[config.mk]
export PLATFORM = sky130hd
export DESIGN_NAME = r45_div
export DESIGN_NICKNAME = d
export VERILOG_FILES = /design/src/hdl/r45_pkg.sv /design/src/hdl/r45_div.sv
export SDC_FILE = /design/constraint.sdc
export NUM_CORES = 2
export LEC_CHECK = 0
export BUFFER_PORTS_ARGS = -buffer_cell sky130_fd_sc_hd__buf_2
export CORE_UTILIZATION = 35
export CTS_BUF_LIST = sky130_fd_sc_hd__clkbuf_2 sky130_fd_sc_hd__clkbuf_4 sky130_fd_sc_hd__clkbuf_8
export CTS_CLUSTER_DIAMETER = 200
export DETAILED_ROUTE_END_ITERATION = 7
export GPL_ROUTABILITY_DRIVEN = 0
export PLACE_DENSITY = 0.58
export SLEW_MARGIN = 5
export SYNTH_ARGS = -nofsm -noshare
export SYNTH_HDL_FRONTEND = slang
export SYNTH_SLANG_ARGS = --single-unit
[constraint.sdc]
create_clock -name clock -period 9.7 [get_ports clock]
set_input_delay 2.425 -clock clock [delete_from_list [all_inputs] [get_ports clock]]
set_output_delay 2.425 -clock clock [all_outputs]
set_load 0.01 [all_outputs]
[src/hdl/r45_pkg.sv]
// Shared types, widths, cut tables and table lookup functions for the R45 noise check.
// Used by r45_div, r45_cut and r45_pulse_shape_noise_check_unit.
// Has no dependencies of its own.
`timescale 1ns / 1ps

package r45_pkg;

   // Fixed-point formats of the charges and of the ratio.
   localparam int CHARGE_FRAC_BITS = 4;
   localparam int RATIO_FRAC_BITS  = 16;

   // Field widths.
   localparam int CHG_W     = 21;
   localparam int SUM_W     = 22;
   localparam int RATIO_W   = RATIO_FRAC_BITS + 5;
   localparam int MIN_SUM_W = 20;
   localparam logic [MIN_SUM_W-1:0] MIN_SUM_RESET = MIN_SUM_W'(16);

   // Divider geometry: the quotient magnitude has as many bits as the ratio field.
   localparam int DMAG_W     = SUM_W - 1;
   localparam int PMAG_W     = SUM_W;
   localparam int QW         = RATIO_W;
   localparam int SH         = QW - RATIO_FRAC_BITS;
   localparam int REM_W      = PMAG_W;
   localparam int DIV_BPS    = 3;
   localparam int DIV_STAGES = (QW + DIV_BPS - 1) / DIV_BPS;

   // Cut interpolation geometry.
   localparam int CUT_STAGES = 4;
   localparam int TBL_N      = 8;
   localparam int IDX_W      = $clog2(TBL_N);
   localparam int LEN_W      = $clog2(TBL_N + 1);
   localparam int THR_W      = 13;
   localparam int CUT_W      = 8;
   localparam int THR16_W    = THR_W + CHARGE_FRAC_BITS;
   localparam int HUNDRED_W  = 7;
   localparam int A_W        = THR_W + HUNDRED_W + CHARGE_FRAC_BITS;
   localparam int B_W        = THR_W + CHARGE_FRAC_BITS + CUT_W + 2;
   localparam int PROD_W     = SUM_W + B_W;

   // Cuts are held in hundredths.
   localparam logic [HUNDRED_W-1:0] CUT_SCALE = HUNDRED_W'(100);

   typedef enum logic [1:0] {
      TBL_UPPER,
      TBL_CHAN,
      TBL_BOX
   } tbl_id_type;

   typedef enum logic [1:0] {
      HIT_NONE,
      HIT_LOWER,
      HIT_UPPER,
      HIT_INFINITE
   } hit_type;

   // Outcome of one cut comparison.
   typedef struct packed {
      logic below;
      logic above;
   } cut_res_type;

   // Threshold tables in fC; unused tail entries repeat the last threshold.
   localparam logic [THR_W-1:0] UP_THR [TBL_N] = '{
      THR_W'(70), THR_W'(90), THR_W'(100), THR_W'(400),
      THR_W'(4000), THR_W'(4000), THR_W'(4000), THR_W'(4000)};
   localparam logic signed [CUT_W-1:0] UP_CUT [TBL_N] = '{
      CUT_W'(100), CUT_W'(80), CUT_W'(75), CUT_W'(72),
      CUT_W'(72), CUT_W'(72), CUT_W'(72), CUT_W'(72)};
   localparam logic [THR_W-1:0] CH_THR [TBL_N] = '{
      THR_W'(100), THR_W'(120), THR_W'(160), THR_W'(200),
      THR_W'(300), THR_W'(500), THR_W'(4000), THR_W'(4000)};
   localparam logic signed [CUT_W-1:0] CH_CUT [TBL_N] = '{
      -CUT_W'(100), -CUT_W'(70), -CUT_W'(50), -CUT_W'(40),
      -CUT_W'(30), CUT_W'(10), CUT_W'(10), CUT_W'(10)};
   localparam logic [THR_W-1:0] BX_THR [TBL_N] = '{
      THR_W'(100), THR_W'(120), THR_W'(150), THR_W'(200),
      THR_W'(300), THR_W'(400), THR_W'(500), THR_W'(4000)};
   localparam logic signed [CUT_W-1:0] BX_CUT [TBL_N] = '{
      -CUT_W'(100), -CUT_W'(70), -CUT_W'(40), -CUT_W'(20),
      -CUT_W'(8), CUT_W'(0), CUT_W'(10), CUT_W'(10)};

   function automatic logic [LEN_W-1:0] tbl_len(input tbl_id_type id);
      logic [LEN_W-1:0] n;
      case (id)
         TBL_UPPER: n = LEN_W'(5);
         TBL_CHAN:  n = LEN_W'(7);
         TBL_BOX:   n = LEN_W'(8);
         default:   n = LEN_W'(5);
      endcase
      return n;
   endfunction

   function automatic logic [THR_W-1:0] tbl_thr(input tbl_id_type id,
                                               input logic [IDX_W-1:0] idx);
      logic [THR_W-1:0] v;
      case (id)
         TBL_UPPER: v = UP_THR[idx];
         TBL_CHAN:  v = CH_THR[idx];
         TBL_BOX:   v = BX_THR[idx];
         default:   v = UP_THR[idx];
      endcase
      return v;
   endfunction

   function automatic logic signed [CUT_W-1:0] tbl_cut(input tbl_id_type id,
                                                      input logic [IDX_W-1:0] idx);
      logic signed [CUT_W-1:0] v;
      case (id)
         TBL_UPPER: v = UP_CUT[idx];
         TBL_CHAN:  v = CH_CUT[idx];
         TBL_BOX:   v = BX_CUT[idx];
         default:   v = UP_CUT[idx];
      endcase
      return v;
   endfunction

endpackage

[src/hdl/r45_div.sv]
// Pipelined restoring divider giving the magnitude of the R45 quotient.
// Depends on r45_pkg for the quotient width and the number of bits per stage.
`timescale 1ns / 1ps

module r45_div
   import r45_pkg::*;
(
   input  logic              clock,
   input  logic              en,
   input  logic [DMAG_W-1:0] dmag,
   input  logic [PMAG_W-1:0] pmag,
   output logic [QW-1:0]     q_mag,
   output logic              sat
);

   logic [REM_W-1:0]  rem_ff [DIV_STAGES];
   logic [REM_W-1:0]  rem_in [DIV_STAGES];
   logic [QW-1:0]     nlo_ff [DIV_STAGES];
   logic [QW-1:0]     nlo_in [DIV_STAGES];
   logic [QW-1:0]     q_ff   [DIV_STAGES];
   logic [QW-1:0]     q_in   [DIV_STAGES];
   logic [PMAG_W-1:0] dvs_ff [DIV_STAGES];
   logic [PMAG_W-1:0] dvs_in [DIV_STAGES];
   logic              sat_ff [DIV_STAGES];
   logic              sat_in [DIV_STAGES];

   logic [REM_W-1:0]  rem_src [DIV_STAGES];
   logic [QW-1:0]     nlo_src [DIV_STAGES];
   logic [QW-1:0]     q_src   [DIV_STAGES];
   logic [PMAG_W-1:0] dvs_src [DIV_STAGES];
   logic              sat_src [DIV_STAGES];

   // The first stage checks for overflow: a quotient that needs more bits
   // than the field saturates. Otherwise the top of the numerator is already
   // below the divisor and the low bits are brought in one per step.
   assign rem_src[0] = REM_W'(dmag >> SH);
   assign nlo_src[0] = {dmag[SH-1:0], {RATIO_FRAC_BITS{1'b0}}};
   assign q_src[0]   = '0;
   assign dvs_src[0] = pmag;
   assign sat_src[0] = (PMAG_W + SH)'(dmag) >= {pmag, {SH{1'b0}}};

   for (genvar s = 0; s < DIV_STAGES; s++) begin : g_stage
      if (s > 0) begin : g_link
         assign rem_src[s] = rem_ff[s-1];
         assign nlo_src[s] = nlo_ff[s-1];
         assign q_src[s]   = q_ff[s-1];
         assign dvs_src[s] = dvs_ff[s-1];
         assign sat_src[s] = sat_ff[s-1];
      end

      // DIV_BPS shift-and-subtract steps per stage.
      always_comb begin
         logic [REM_W:0]   t;
         logic [REM_W-1:0] r;
         logic [QW-1:0]    n;
         logic [QW-1:0]    q;
         r = rem_src[s];
         n = nlo_src[s];
         q = q_src[s];
         t = '0;
         for (int j = 0; j < DIV_BPS; j++) begin
            if (s * DIV_BPS + j < QW) begin
               t = {r, n[QW-1]};
               n = {n[QW-2:0], 1'b0};
               if (t >= (REM_W + 1)'(dvs_src[s])) begin
                  r = REM_W'(t - (REM_W + 1)'(dvs_src[s]));
                  q = {q[QW-2:0], 1'b1};
               end else begin
                  r = t[REM_W-1:0];
                  q = {q[QW-2:0], 1'b0};
               end
            end
         end
         rem_in[s] = r;
         nlo_in[s] = n;
         q_in[s]   = q;
         dvs_in[s] = dvs_src[s];
         sat_in[s] = sat_src[s];
      end

      always_ff @(posedge clock) begin
         if (en) begin
            rem_ff[s] <= rem_in[s];
            nlo_ff[s] <= nlo_in[s];
            q_ff[s]   <= q_in[s];
            dvs_ff[s] <= dvs_in[s];
            sat_ff[s] <= sat_in[s];
         end
      end
   end

   assign q_mag = q_ff[DIV_STAGES-1];
   assign sat   = sat_ff[DIV_STAGES-1];

endmodule

==> run_results.csv <==
group,metric,value,unit
route,antenna_left,0,
layout,final_area,41700,sq um
synthesis,ys.warnings.count,0,
synthesis,ys_ff_latch,357,
job,maxCapViolCount,0,
route,wire_per_inst,17.7,um
floorplanning,io_pins,67,
route,dr.pass1.iters,5,
outcome,status,"completed",
timing,rsz0062_at_grt,"false",
synthesis,synth-xor-area-share,0.0817,
timing,max_freq,0.109,GHz
placement,hpwlAfterDp,83000,um
synthesis,synth_area_leaders,"edfxtp_1 29%, ha_1 16%, xnor2_1 5.6%, a21oi_1 5.1%, mux2_2 4.8%",
floorplanning,start_util,0.355,
floorplanning,die_y,327,um
route,drtIter0Drc,1480,
clocking,htree_levels,3,
layout,num-fill-cells,10400,
synthesis,synthCells,4063,
clocking,clock_tree.buffer_depth,3,
synthesis,synth.avg_cell_area,9.10,sq um
synthesis,synth_simple_gate_area_share,0.129,
timing,worst_pin_slew,0.989,ns
layout,area_delta_synth_final,12.9,%
synthesis,synth_ff_type,"edfxtp_1",
timing,layout_worst_path_cycle_share,0.942,
clocking,worstSkewPairLatency,0.68,ns
critical_path,cp_max_fo,15,
critical_path,critPathKind,"in2reg",
global_route,grt_first_pass_wirelength,161000,um
timing,slew_headroom,0.336,
timing,hold_violations,0,
critical_path,cp_common_cell,"a21oi_1",
timing,clock_skew,0.0260,ns
critical_path,arrival,9.56,ns
global_route,grt_max_degree,124,
timing,setup_viol,0,
synthesis,synth_cell_types,98,
floorplanning,core-area,104000,sq um
critical_path,slowest_delay,0.40,ns
critical_path,end_kind,"flop",
global_route,grt_usage,0.187,
clocking,cts_setup_buffers,0,
layout,num-nets-final,4824,
synthesis,syn-num-nets,4582,
global_route,grt_remaining_overflow,0,
critical_path,cp.required,10.12,ns
synthesis,synthArstFlopShare,0,
synthesis,synth_top_cell_area_share,0.290,
placement,placed_area,40200,sq um
route,routed_wirelength,102000,um
global_route,grt_antenna_before_repair,2,
global_route,grt_pass1_vias,30600,
worst_hold_path,hold_path.class,"reg2reg",
synthesis,synth_compound_area_frac,0.230,
route,vias,30800,
floorplanning,rows,118,
synthesis,syn_area,37000,sq um
synthesis,synth_mux_area_frac,0.0677,
critical_path,cp_slowest_cell,"nor4_1",
placement,port_buffers,66,
floorplanning,die_area,107000,sq um
floorplanning,dieWidth,327,um
timing,period_needed,9.14,ns
clocking,cts_tree,"built",
layout,drive_gt1_frac,0.138,
clocking,clock_sinks,357,
timing,slew_viol_final,0,
synthesis,synth-edff-count,357,
clocking,cts.root.buffer_cell,"clkbuf_8",
clocking,clkSlewWorstSetupHoldPaths,0.06,ns
synthesis,synth-adder-area-share,0.163,
clocking,cts_buffers,72,
synthesis,seq_area_frac_synth,0.290,
synthesis,synth_top_family_by_area,"compound AO/OA/AOI/OAI gates",
route,viasPerCell,5.37,
synthesis,synth_largest_area_cell,"edfxtp_1",
route,drc,0,
critical_path,critPathLaunchType,"primary input",
[sequential cells by signal, summed over array words and instances (netlist names)]
signal,flops
q_ff,84
dvs_ff,132
rem_ff,132
nlo_ff,2
sat_ff,7
[logic make-up after synthesis]
group / after synthesis
AO/OA/AOI/OAI: 1313
XOR/XNOR: 345
adder cells (fa/ha/maj): 474
buffers and inverters: 364
flip-flops: 357
multiplexers: 224
AND/OR/NAND/NOR: 986
[path summary, 6_finish.rpt]
| path | start | endpoint | slack (ns) | cells after the start |
|---|---|---|---|---|
| setup / recovery | dmag[4] | rem_ff[0][16] | 0.56 | 38 |
| hold / removal | sat_ff[4] | sat_ff[5] | 0.40 | 0 |
| setup reg to reg | dvs_ff[4][1] | rem_ff[5][5] | 0.60 | 34 |
| hold reg to reg | sat_ff[4] | sat_ff[5] | 0.40 | 0 |
[placed cells by master, fill, tap and decap left out, types with 18 or more instances in the layout]
cell / netlist / layout
a211oi_1: 41 / 41
a21boi_0: 20 / 20
a21o_1: 228 / 228
a21oi_1: 376 / 375
a31oi_1: 30 / 30
and2_1: 25 / 25
and3_1: 33 / 33
buf_2: 16 / 65
buf_4: 10 / 171
clkbuf_8: 0 / 74
clkinv_1: 1 / 19
edfxtp_1: 357 / 357
ha_1: 463 / 463
inv_1: 277 / 277
mux2_1: 21 / 21
mux2_2: 159 / 159
mux2i_1: 37 / 37
nand2_1: 290 / 290
nand2b_1: 48 / 48
nand3_1: 53 / 53
nand4_1: 55 / 55
nor2_1: 250 / 249
nor2b_1: 56 / 56
nor3_1: 78 / 78
o211ai_1: 18 / 18
o21a_1: 81 / 81
o21ai_0: 266 / 262
o21bai_1: 57 / 56
o31ai_1: 29 / 29
or2_2: 24 / 24
xnor2_1: 237 / 237
xor2_1: 108 / 108
[timing repair]
action / in CTS / in global routing
hold buffers: 0 / 0
setup endpoints to repair: 0 / 29
resized for setup: 0 / 5
endpoints found under the hold margin: 0 / 0
[cells in the mapped netlist, types with 11 or more instances]
cell type	number
xnor2_1	237
nand3_1	53
or3_1	16
mux2_1	21
o31ai_1	29
mux2i_1	37
o31a_1	14
a21boi_0	20
o21bai_1	57
inv_1	277
buf_2	16
edfxtp_1	357
o21ai_0	266
xor2_1	108
a31oi_1	30
or2_2	24
nand4_1	55
clkbuf_1	45
nor2b_1	56
and2_1	25
a211oi_1	41
fa_1	11
o211ai_1	18
nor4_1	16
a21o_1	228
nor2_1	250
mux2_2	159
ha_1	463
nor3_1	78
and4_1	17
nand2_1	290
nand2b_1	48
o21a_1	81
and3_1	33
a21oi_1	376
a211o_1	11
[cell type report]
class / instances / area [sq um] / area share
Multi-Input combinational cell: 3343 / 24900 / 0.597
Sequential cell: 357 / 10700 / 0.257
Timing Repair Buffer: 245 / 1780 / 0.0428
Tap cell: 1380 / 1730 / 0.0414
Clock buffer: 91 / 1150 / 0.0275
Inverter: 286 / 1080 / 0.0258
Clock inverter: 42 / 372 / 0.00891
Antenna cell: 2 / 5.00 / 0.000120
[stage by stage]
stage | setup TNS (ns) | setup slack (ns) | utilization | cells | hold slack (ns)
floorplan | 0 | 0.240 | - | 4063 | 0.400
global placement | 0 | 0.0876 | 0.386 | 5610 | 0.401
detailed placement | -0.148 | -0.0271 | 0.386 | 5610 | 0.405
CTS | 0 | 0.445 | 0.401 | 5743 | 0.402
global route | 0 | 0.00243 | 0.401 | 5746 | 0.404
finish | 0 | 0.558 | 0.401 | 5746 | 0.404
[critical path: cells and delay by family]
kind | cells | cell delay (ns)
buffers and inverters | 9 | 1.10
adders and majority gates | 4 | 1.09
and+or+nand+nor | 8 | 1.63
muxes | 2 | 0.62
AOI/OAI and AO/OA | 15 | 2.67
[metal layers]
layer | GRT usage | wire, um | vias up
li1 | - | - | 15700
met1 | 0.212 | 42600 | 14500
met2 | 0.354 | 52300 | 495
met3 | 0.0223 | 2990 | 186
met4 | 0.0729 | 3860 | 0
met5 | 0 | 0 | -
Power is not shown: default switching activity piles up to over one toggle a cycle in this logic, so the estimate is an artifact.
