--- config.mk ---
export PLATFORM = sky130hd
export DESIGN_NAME = r45_cut
export DESIGN_NICKNAME = d
export VERILOG_FILES = /design/src/hdl/r45_pkg.sv /design/src/hdl/r45_cut.sv
export SDC_FILE = /design/constraint.sdc
export NUM_CORES = 2
export LEC_CHECK = 0
export ABC_AREA = 1
export BUFFER_PORTS_ARGS = -buffer_cell sky130_fd_sc_hd__buf_2
export CAP_MARGIN = 20
export CORE_UTILIZATION = 27
export DETAILED_ROUTE_END_ITERATION = 16
export PLACE_DENSITY = 0.44
export RECOVER_POWER = 50
export SLEW_MARGIN = 40
export SYNTH_ARGS = -nofsm -noshare
export SYNTH_HDL_FRONTEND = slang
export SYNTH_SLANG_ARGS = --single-unit
--- constraint.sdc ---
create_clock -name clock -period 11.8 [get_ports clock]
set_clock_uncertainty 0.15 [all_clocks]
set_input_delay 0 -clock clock [delete_from_list [all_inputs] [get_ports clock]]
set_output_delay 0 -clock clock [all_outputs]
set_load 0.02 [all_outputs]
--- src/hdl/r45_pkg.sv ---
// Shared types, widths, cut tables and table lookup functions for the R45 noise check.
// Used by r45_div, r45_cut and r45_pulse_shape_noise_check_unit.
// Has no dependencies of its own.
`timescale 1ns / 1ps

package r45_pkg;

   // Fixed-point formats of the charges and of the ratio.
   localparam int CHARGE_FRAC_BITS = 4;
   localparam int RATIO_FRAC_BITS  = 16;

   // Field widths.
   localparam int CHG_W     = 21;
   localparam int SUM_W     = 22;
   localparam int RATIO_W   = RATIO_FRAC_BITS + 5;
   localparam int MIN_SUM_W = 20;
   localparam logic [MIN_SUM_W-1:0] MIN_SUM_RESET = MIN_SUM_W'(16);

   // Divider geometry: the quotient magnitude has as many bits as the ratio field.
   localparam int DMAG_W     = SUM_W - 1;
   localparam int PMAG_W     = SUM_W;
   localparam int QW         = RATIO_W;
   localparam int SH         = QW - RATIO_FRAC_BITS;
   localparam int REM_W      = PMAG_W;
   localparam int DIV_BPS    = 3;
   localparam int DIV_STAGES = (QW + DIV_BPS - 1) / DIV_BPS;

   // Cut interpolation geometry.
   localparam int CUT_STAGES = 4;
   localparam int TBL_N      = 8;
   localparam int IDX_W      = $clog2(TBL_N);
   localparam int LEN_W      = $clog2(TBL_N + 1);
   localparam int THR_W      = 13;
   localparam int CUT_W      = 8;
   localparam int THR16_W    = THR_W + CHARGE_FRAC_BITS;
   localparam int HUNDRED_W  = 7;
   localparam int A_W        = THR_W + HUNDRED_W + CHARGE_FRAC_BITS;
   localparam int B_W        = THR_W + CHARGE_FRAC_BITS + CUT_W + 2;
   localparam int PROD_W     = SUM_W + B_W;

   // Cuts are held in hundredths.
   localparam logic [HUNDRED_W-1:0] CUT_SCALE = HUNDRED_W'(100);

   typedef enum logic [1:0] {
      TBL_UPPER,
      TBL_CHAN,
      TBL_BOX
   } tbl_id_type;

   typedef enum logic [1:0] {
      HIT_NONE,
      HIT_LOWER,
      HIT_UPPER,
      HIT_INFINITE
   } hit_type;

   // Outcome of one cut comparison.
   typedef struct packed {
      logic below;
      logic above;
   } cut_res_type;

   // Threshold tables in fC; unused tail entries repeat the last threshold.
   localparam logic [THR_W-1:0] UP_THR [TBL_N] = '{
      THR_W'(70), THR_W'(90), THR_W'(100), THR_W'(400),
      THR_W'(4000), THR_W'(4000), THR_W'(4000), THR_W'(4000)};
   localparam logic signed [CUT_W-1:0] UP_CUT [TBL_N] = '{
      CUT_W'(100), CUT_W'(80), CUT_W'(75), CUT_W'(72),
      CUT_W'(72), CUT_W'(72), CUT_W'(72), CUT_W'(72)};
   localparam logic [THR_W-1:0] CH_THR [TBL_N] = '{
      THR_W'(100), THR_W'(120), THR_W'(160), THR_W'(200),
      THR_W'(300), THR_W'(500), THR_W'(4000), THR_W'(4000)};
   localparam logic signed [CUT_W-1:0] CH_CUT [TBL_N] = '{
      -CUT_W'(100), -CUT_W'(70), -CUT_W'(50), -CUT_W'(40),
      -CUT_W'(30), CUT_W'(10), CUT_W'(10), CUT_W'(10)};
   localparam logic [THR_W-1:0] BX_THR [TBL_N] = '{
      THR_W'(100), THR_W'(120), THR_W'(150), THR_W'(200),
      THR_W'(300), THR_W'(400), THR_W'(500), THR_W'(4000)};
   localparam logic signed [CUT_W-1:0] BX_CUT [TBL_N] = '{
      -CUT_W'(100), -CUT_W'(70), -CUT_W'(40), -CUT_W'(20),
      -CUT_W'(8), CUT_W'(0), CUT_W'(10), CUT_W'(10)};

   function automatic logic [LEN_W-1:0] tbl_len(input tbl_id_type id);
      logic [LEN_W-1:0] n;
      case (id)
         TBL_UPPER: n = LEN_W'(5);
         TBL_CHAN:  n = LEN_W'(7);
         TBL_BOX:   n = LEN_W'(8);
         default:   n = LEN_W'(5);
      endcase
      return n;
   endfunction

   function automatic logic [THR_W-1:0] tbl_thr(input tbl_id_type id,
                                               input logic [IDX_W-1:0] idx);
      logic [THR_W-1:0] v;
      case (id)
         TBL_UPPER: v = UP_THR[idx];
         TBL_CHAN:  v = CH_THR[idx];
         TBL_BOX:   v = BX_THR[idx];
         default:   v = UP_THR[idx];
      endcase
      return v;
   endfunction

   function automatic logic signed [CUT_W-1:0] tbl_cut(input tbl_id_type id,
                                                      input logic [IDX_W-1:0] idx);
      logic signed [CUT_W-1:0] v;
      case (id)
         TBL_UPPER: v = UP_CUT[idx];
         TBL_CHAN:  v = CH_CUT[idx];
         TBL_BOX:   v = BX_CUT[idx];
         default:   v = UP_CUT[idx];
      endcase
      return v;
   endfunction

endpackage

--- src/hdl/r45_cut.sv ---
// Four-stage cut evaluation: bin search, interpolation terms, cross products, compare.
// Depends on r45_pkg for the threshold tables and the widths.
`timescale 1ns / 1ps

module r45_cut
   import r45_pkg::*;
(
   input  logic               clock,
   input  logic               en,
   input  tbl_id_type         id,
   input  logic signed [SUM_W-1:0] p,
   input  logic signed [SUM_W-1:0] d,
   output cut_res_type        res
);

   logic                    on_a_ff,  on_a_in;
   logic signed [SUM_W-1:0] p_a_ff, d_a_ff;
   logic [THR_W-1:0]        thr_b_ff, thr_b_in, thr_n_ff, thr_n_in, last_ff, last_in;
   logic signed [CUT_W-1:0] cut_b_ff, cut_b_in, cut_n_ff, cut_n_in;

   logic                    on_b_ff;
   logic signed [SUM_W-1:0] p_b_ff, d_b_ff;
   logic [A_W-1:0]          a_b_ff, a_b_in;
   logic signed [B_W-1:0]   b_b_ff, b_b_in;

   logic                     on_c_ff;
   logic signed [PROD_W-1:0] lhs_ff, lhs_in, rhs_ff, rhs_in;

   cut_res_type res_ff, res_in;

   // Bin search: the last threshold strictly below the sum, the last entry excluded.
   always_comb begin
      logic [LEN_W-1:0]   n;
      logic [IDX_W-1:0]   bin;
      logic [THR16_W-1:0] t16;
      n   = tbl_len(id);
      bin = '0;
      on_a_in = 1'b0;
      for (int j = 0; j < TBL_N - 1; j++) begin
         t16 = {tbl_thr(id, IDX_W'(j)), {CHARGE_FRAC_BITS{1'b0}}};
         if ((LEN_W'(j) < n - LEN_W'(1)) && (p > $signed(SUM_W'(t16)))) begin
            bin = IDX_W'(j);
            on_a_in = 1'b1;
         end
      end
      thr_b_in = tbl_thr(id, bin);
      thr_n_in = tbl_thr(id, bin + IDX_W'(1));
      cut_b_in = tbl_cut(id, bin);
      cut_n_in = tbl_cut(id, bin + IDX_W'(1));
      last_in  = tbl_thr(id, IDX_W'(n - LEN_W'(1)));
   end

   always_ff @(posedge clock) begin
      if (en) begin
         on_a_ff  <= on_a_in;
         p_a_ff   <= p;
         d_a_ff   <= d;
         thr_b_ff <= thr_b_in;
         thr_n_ff <= thr_n_in;
         cut_b_ff <= cut_b_in;
         cut_n_ff <= cut_n_in;
         last_ff  <= last_in;
      end
   end

   // Interpolation terms: the ratio test becomes d*A against p*B.
   always_comb begin
      logic [THR16_W-1:0]      last16, thrb16, pc, off;
      logic [THR_W-1:0]        dt;
      logic signed [CUT_W:0]   dc;
      logic signed [B_W-1:0]   b1, b2;
      last16 = {last_ff, {CHARGE_FRAC_BITS{1'b0}}};
      thrb16 = {thr_b_ff, {CHARGE_FRAC_BITS{1'b0}}};
      pc     = (p_a_ff > $signed(SUM_W'(last16))) ? last16 : p_a_ff[THR16_W-1:0];
      off    = pc - thrb16;
      dt     = thr_n_ff - thr_b_ff;
      dc     = (CUT_W + 1)'(cut_n_ff) - (CUT_W + 1)'(cut_b_ff);
      a_b_in = A_W'(dt * CUT_SCALE) << CHARGE_FRAC_BITS;
      b1     = (B_W'(cut_b_ff) * B_W'($signed({1'b0, dt}))) <<< CHARGE_FRAC_BITS;
      b2     = B_W'($signed({1'b0, off})) * B_W'(dc);
      b_b_in = b1 + b2;
   end

   always_ff @(posedge clock) begin
      if (en) begin
         on_b_ff <= on_a_ff;
         p_b_ff  <= p_a_ff;
         d_b_ff  <= d_a_ff;
         a_b_ff  <= a_b_in;
         b_b_ff  <= b_b_in;
      end
   end

   // Cross products.
   assign lhs_in = PROD_W'(d_b_ff) * PROD_W'($signed({1'b0, a_b_ff}));
   assign rhs_in = PROD_W'(p_b_ff) * PROD_W'(b_b_ff);

   always_ff @(posedge clock) begin
      if (en) begin
         on_c_ff <= on_b_ff;
         lhs_ff  <= lhs_in;
         rhs_ff  <= rhs_in;
      end
   end

   // Compare; a disabled cut never fires.
   assign res_in.below = on_c_ff && (lhs_ff < rhs_ff);
   assign res_in.above = on_c_ff && (lhs_ff > rhs_ff);

   always_ff @(posedge clock) begin
      if (en) begin
         res_ff <= res_in;
      end
   end

   assign res = res_ff;

endmodule

==> results.json <==
{
  "critPathMaxFanout": 8,
  "layout_min_cycle_time_ps": 8920,
  "viasPerCell": 4.352,
  "clk_pin_slew_worst_paths_ps": 60,
  "fill_cells": 22867,
  "cp_top_family": "adder cells",
  "cap_viol_max_count": 4,
  "num_rows": 170,
  "critical_path_class": "flip-flop to flip-flop",
  "arrival_ps": 9100,
  "fmaxAchievable_mhz": 112.1,
  "hold_path.class": "input port to flip-flop",
  "dr.pass1.iters": 6,
  "cts_tree": "yes",
  "fin_area_um2": 63910,
  "yosys.cell_types.count": 62,
  "path_buf_inv": 7,
  "grt_overflow": 0,
  "start_util": 0.2715,
  "run_status": "finished with violations",
  "ys_warn_count": 0,
  "grt_pass1_wl_mm": 262.6,
  "max_stage_delay_ps": 550,
  "cts.repair.resized": 0,
  "fin_setup_tns_ps": 0,
  "crit_slowest_cell": "xor2_2",
  "grt_pass1_vias": 46188,
  "routed_wl_mm": 160.9,
  "tightest_slew_ps": 4996,
  "slew_viol_final": 239,
  "clk_path_buf_depth": 3,
  "core-area_um2": 214400,
  "h-tree-depth": 2,
  "die_y_um": 466.3,
  "slew_headroom": -2.331,
  "nets": 8511,
  "end_kind": "flip-flop",
  "port_buffers": 49,
  "cp_data_required_time_ps": 11980,
  "ys_seq_area_frac": 0.1362,
  "period_share": 0.7559,
  "drive_above_1_share": 0.03588,
  "grt.total_usage": 0.1535,
  "ios": 50,
  "drcViolationCount": 0,
  "dp.final_hpwl_mm": 134.5,
  "ant_nets": 0,
  "grt_max_degree": 82,
  "syn_avg_cell_area_um2": 8.664,
  "ys_ff_latch": 264,
  "synthFlopType": "edfxtp_1",
  "synth_area_um2": 58220,
  "synth_edf_count": 264,
  "antenna_cells": 0,
  "cpMostUsedCell": "fa_1",
  "cts.sink_count": 264,
  "antenna_found_initial": 2,
  "die-area_um2": 217500,
  "dr.first_iter.drc_count": 2034,
  "synthCells": 6719,
  "synth-async-reset-ratio": 0,
  "wl_per_cell_um": 16.74,
  "hold_violations": 0,
  "post_dp_cell_area_um2": 61830,
  "crit_path_start_kind": "flip-flop",
  "cts_root_buf": "clkbuf_16",
  "setup_viol": 0,
  "area_growth_pct": 9.773,
  "finalWeightedCongestion": 0.8483,
  "rsz0062_at_grt": "no",
  "cts_made_buffers": 36,
  "vias": 41826,
  "violations": "max-capacitance violations, max-slew violations",
  "die_w_um": 466.3,
  "clk_latency_ps": 610
}
-- cell usage in the layout (no fill, tap or decap), types with 4 or more instances in the layout --
master         instances
buf_2                 22
dlygate4sd3_1         75
xor2_1               100
inv_1               1850
o22ai_1                4
clkbuf_1              31
nor3_1                34
nand3b_1               5
o211ai_1              16
nor2_1               289
bufinv_16              9
nor4_1                13
or2_2                 37
o21ai_1                5
a21o_1                19
nand2_1             1523
buf_6                 10
a21oi_1              198
o21ai_0              107
inv_2                  7
buf_4                 69
clkinv_1               6
o21a_1                 5
fa_1                1170
nand2_2                4
clkinv_2               6
inv_6                  7
clkbuf_16             36
edfxtp_1             264
nand4_1               32
nand3_1              101
and3_1                 7
o31ai_1                4
o21bai_1              16
ha_1                 546
a31oi_1               25
xnor2_1               50
o221ai_1               5
-- state kept, by name, summed over array words and instances, names as in the netlist --
| register | cells |
|---|---|
| rhs_ff | 49 |
| lhs_ff | 40 |
| b_b_ff | 27 |
| d_a_ff | 22 |
| d_b_ff | 22 |
| p_a_ff | 22 |
| p_b_ff | 22 |
| a_b_ff | 17 |
| thr_b_ff | 9 |
| thr_n_ff | 9 |
| cut_b_ff | 8 |
| cut_n_ff | 8 |
| last_ff | 4 |
| res | 2 |
| on_a_ff | 1 |
| on_b_ff | 1 |
| on_c_ff | 1 |
-- per-stage QoR --
stage / hold WS, ps / instances / util / setup slack [ps]
floorplan: -51.13 / 6721 / - / 3842
global placement: 27.28 / 9458 / 0.2878 / 2581
detailed placement: 28.61 / 9465 / 0.2884 / 2871
CTS: 1.152 / 9606 / 0.2981 / 2814
global route: 128.1 / 9610 / 0.2981 / 2076
finish: 132.5 / 9610 / 0.2981 / 2880
-- cell usage after synthesis (all sizes together) (6+ instances only) --
cell | instances | share of area
a21boi | 6 | 0.00077
a21o | 19 | 0.0025
a21oi | 199 | 0.017
a31oi | 25 | 0.0027
and3 | 7 | 0.00075
buf | 12 | 0.0010
clkbuf | 210 | 0.014
edfxtp | 264 | 0.14
fa | 1171 | 0.40
ha | 548 | 0.12
inv | 1857 | 0.12
nand2 | 1530 | 0.099
nand3 | 105 | 0.0096
nand4 | 32 | 0.0034
nor2 | 294 | 0.020
nor3 | 37 | 0.0037
nor4 | 13 | 0.0014
o211ai | 16 | 0.0021
o21ai | 115 | 0.010
o21bai | 17 | 0.0023
or2 | 39 | 0.0042
xnor2 | 51 | 0.0077
xor2 | 102 | 0.015
-- final cells by class --
| type | instances | area [µm²] | share of cell area |
|---|---|---|---|
| clock inverter | 29 | 432.9 | 0.006774 |
| sequential | 264 | 7928 | 0.1241 |
| timing repair buffer | 207 | 1619 | 0.02534 |
| inverter | 1862 | 6990 | 0.1094 |
| multi-input combinational | 4373 | 42480 | 0.6647 |
| tap | 2838 | 3551 | 0.05557 |
| clock buffer | 37 | 904.6 | 0.01416 |
-- path summary, 6_finish.rpt --
check | startpoint | end | slack (ps) | cells after the start
setup / recovery | thr_b_ff[1]$_DFFE_PP_ | b_b_ff[25]$_DFFE_PP_ | 2880 | 38
hold / removal | p[2] | p_a_ff[2]$_DFFE_PP_ | 130 | 2
setup reg to reg | thr_b_ff[1]$_DFFE_PP_ | b_b_ff[25]$_DFFE_PP_ | 2880 | 38
hold reg to reg | d_a_ff[17]$_DFFE_PP_ | d_b_ff[17]$_DFFE_PP_ | 260 | 0
-- routing by layer --
layer,track usage,share of wire,vias up
met5,0,0,-
met4,0.03150,0.021,0
met3,0.01125,0.027,163
met2,0.2747,0.50,644
met1,0.2017,0.45,21225
li1,-,-,19794
-- what timing repair did --
| action | CTS | global route |
|---|---|---|
| hold buffers | 75 | 0 |
| hold endpoints to repair | 129 | 0 |
| buffers inserted | 0 | 0 |
-- cells by family after synthesis --
family	Yosys count	synth area share
AO/OA/AOI/OAI	431	0.04215
XOR/XNOR	153	0.02302
adder cells (fa/ha/maj)	1719	0.5205
buffers and inverters	2084	0.1348
flip-flops	264	0.1362
other	1	0.00006442
AND/OR/NAND/NOR	2067	0.1434
Power is left out: the tool's default activity adds up to more than one toggle a clock period on the data nets, which glitch-free logic cannot reach.
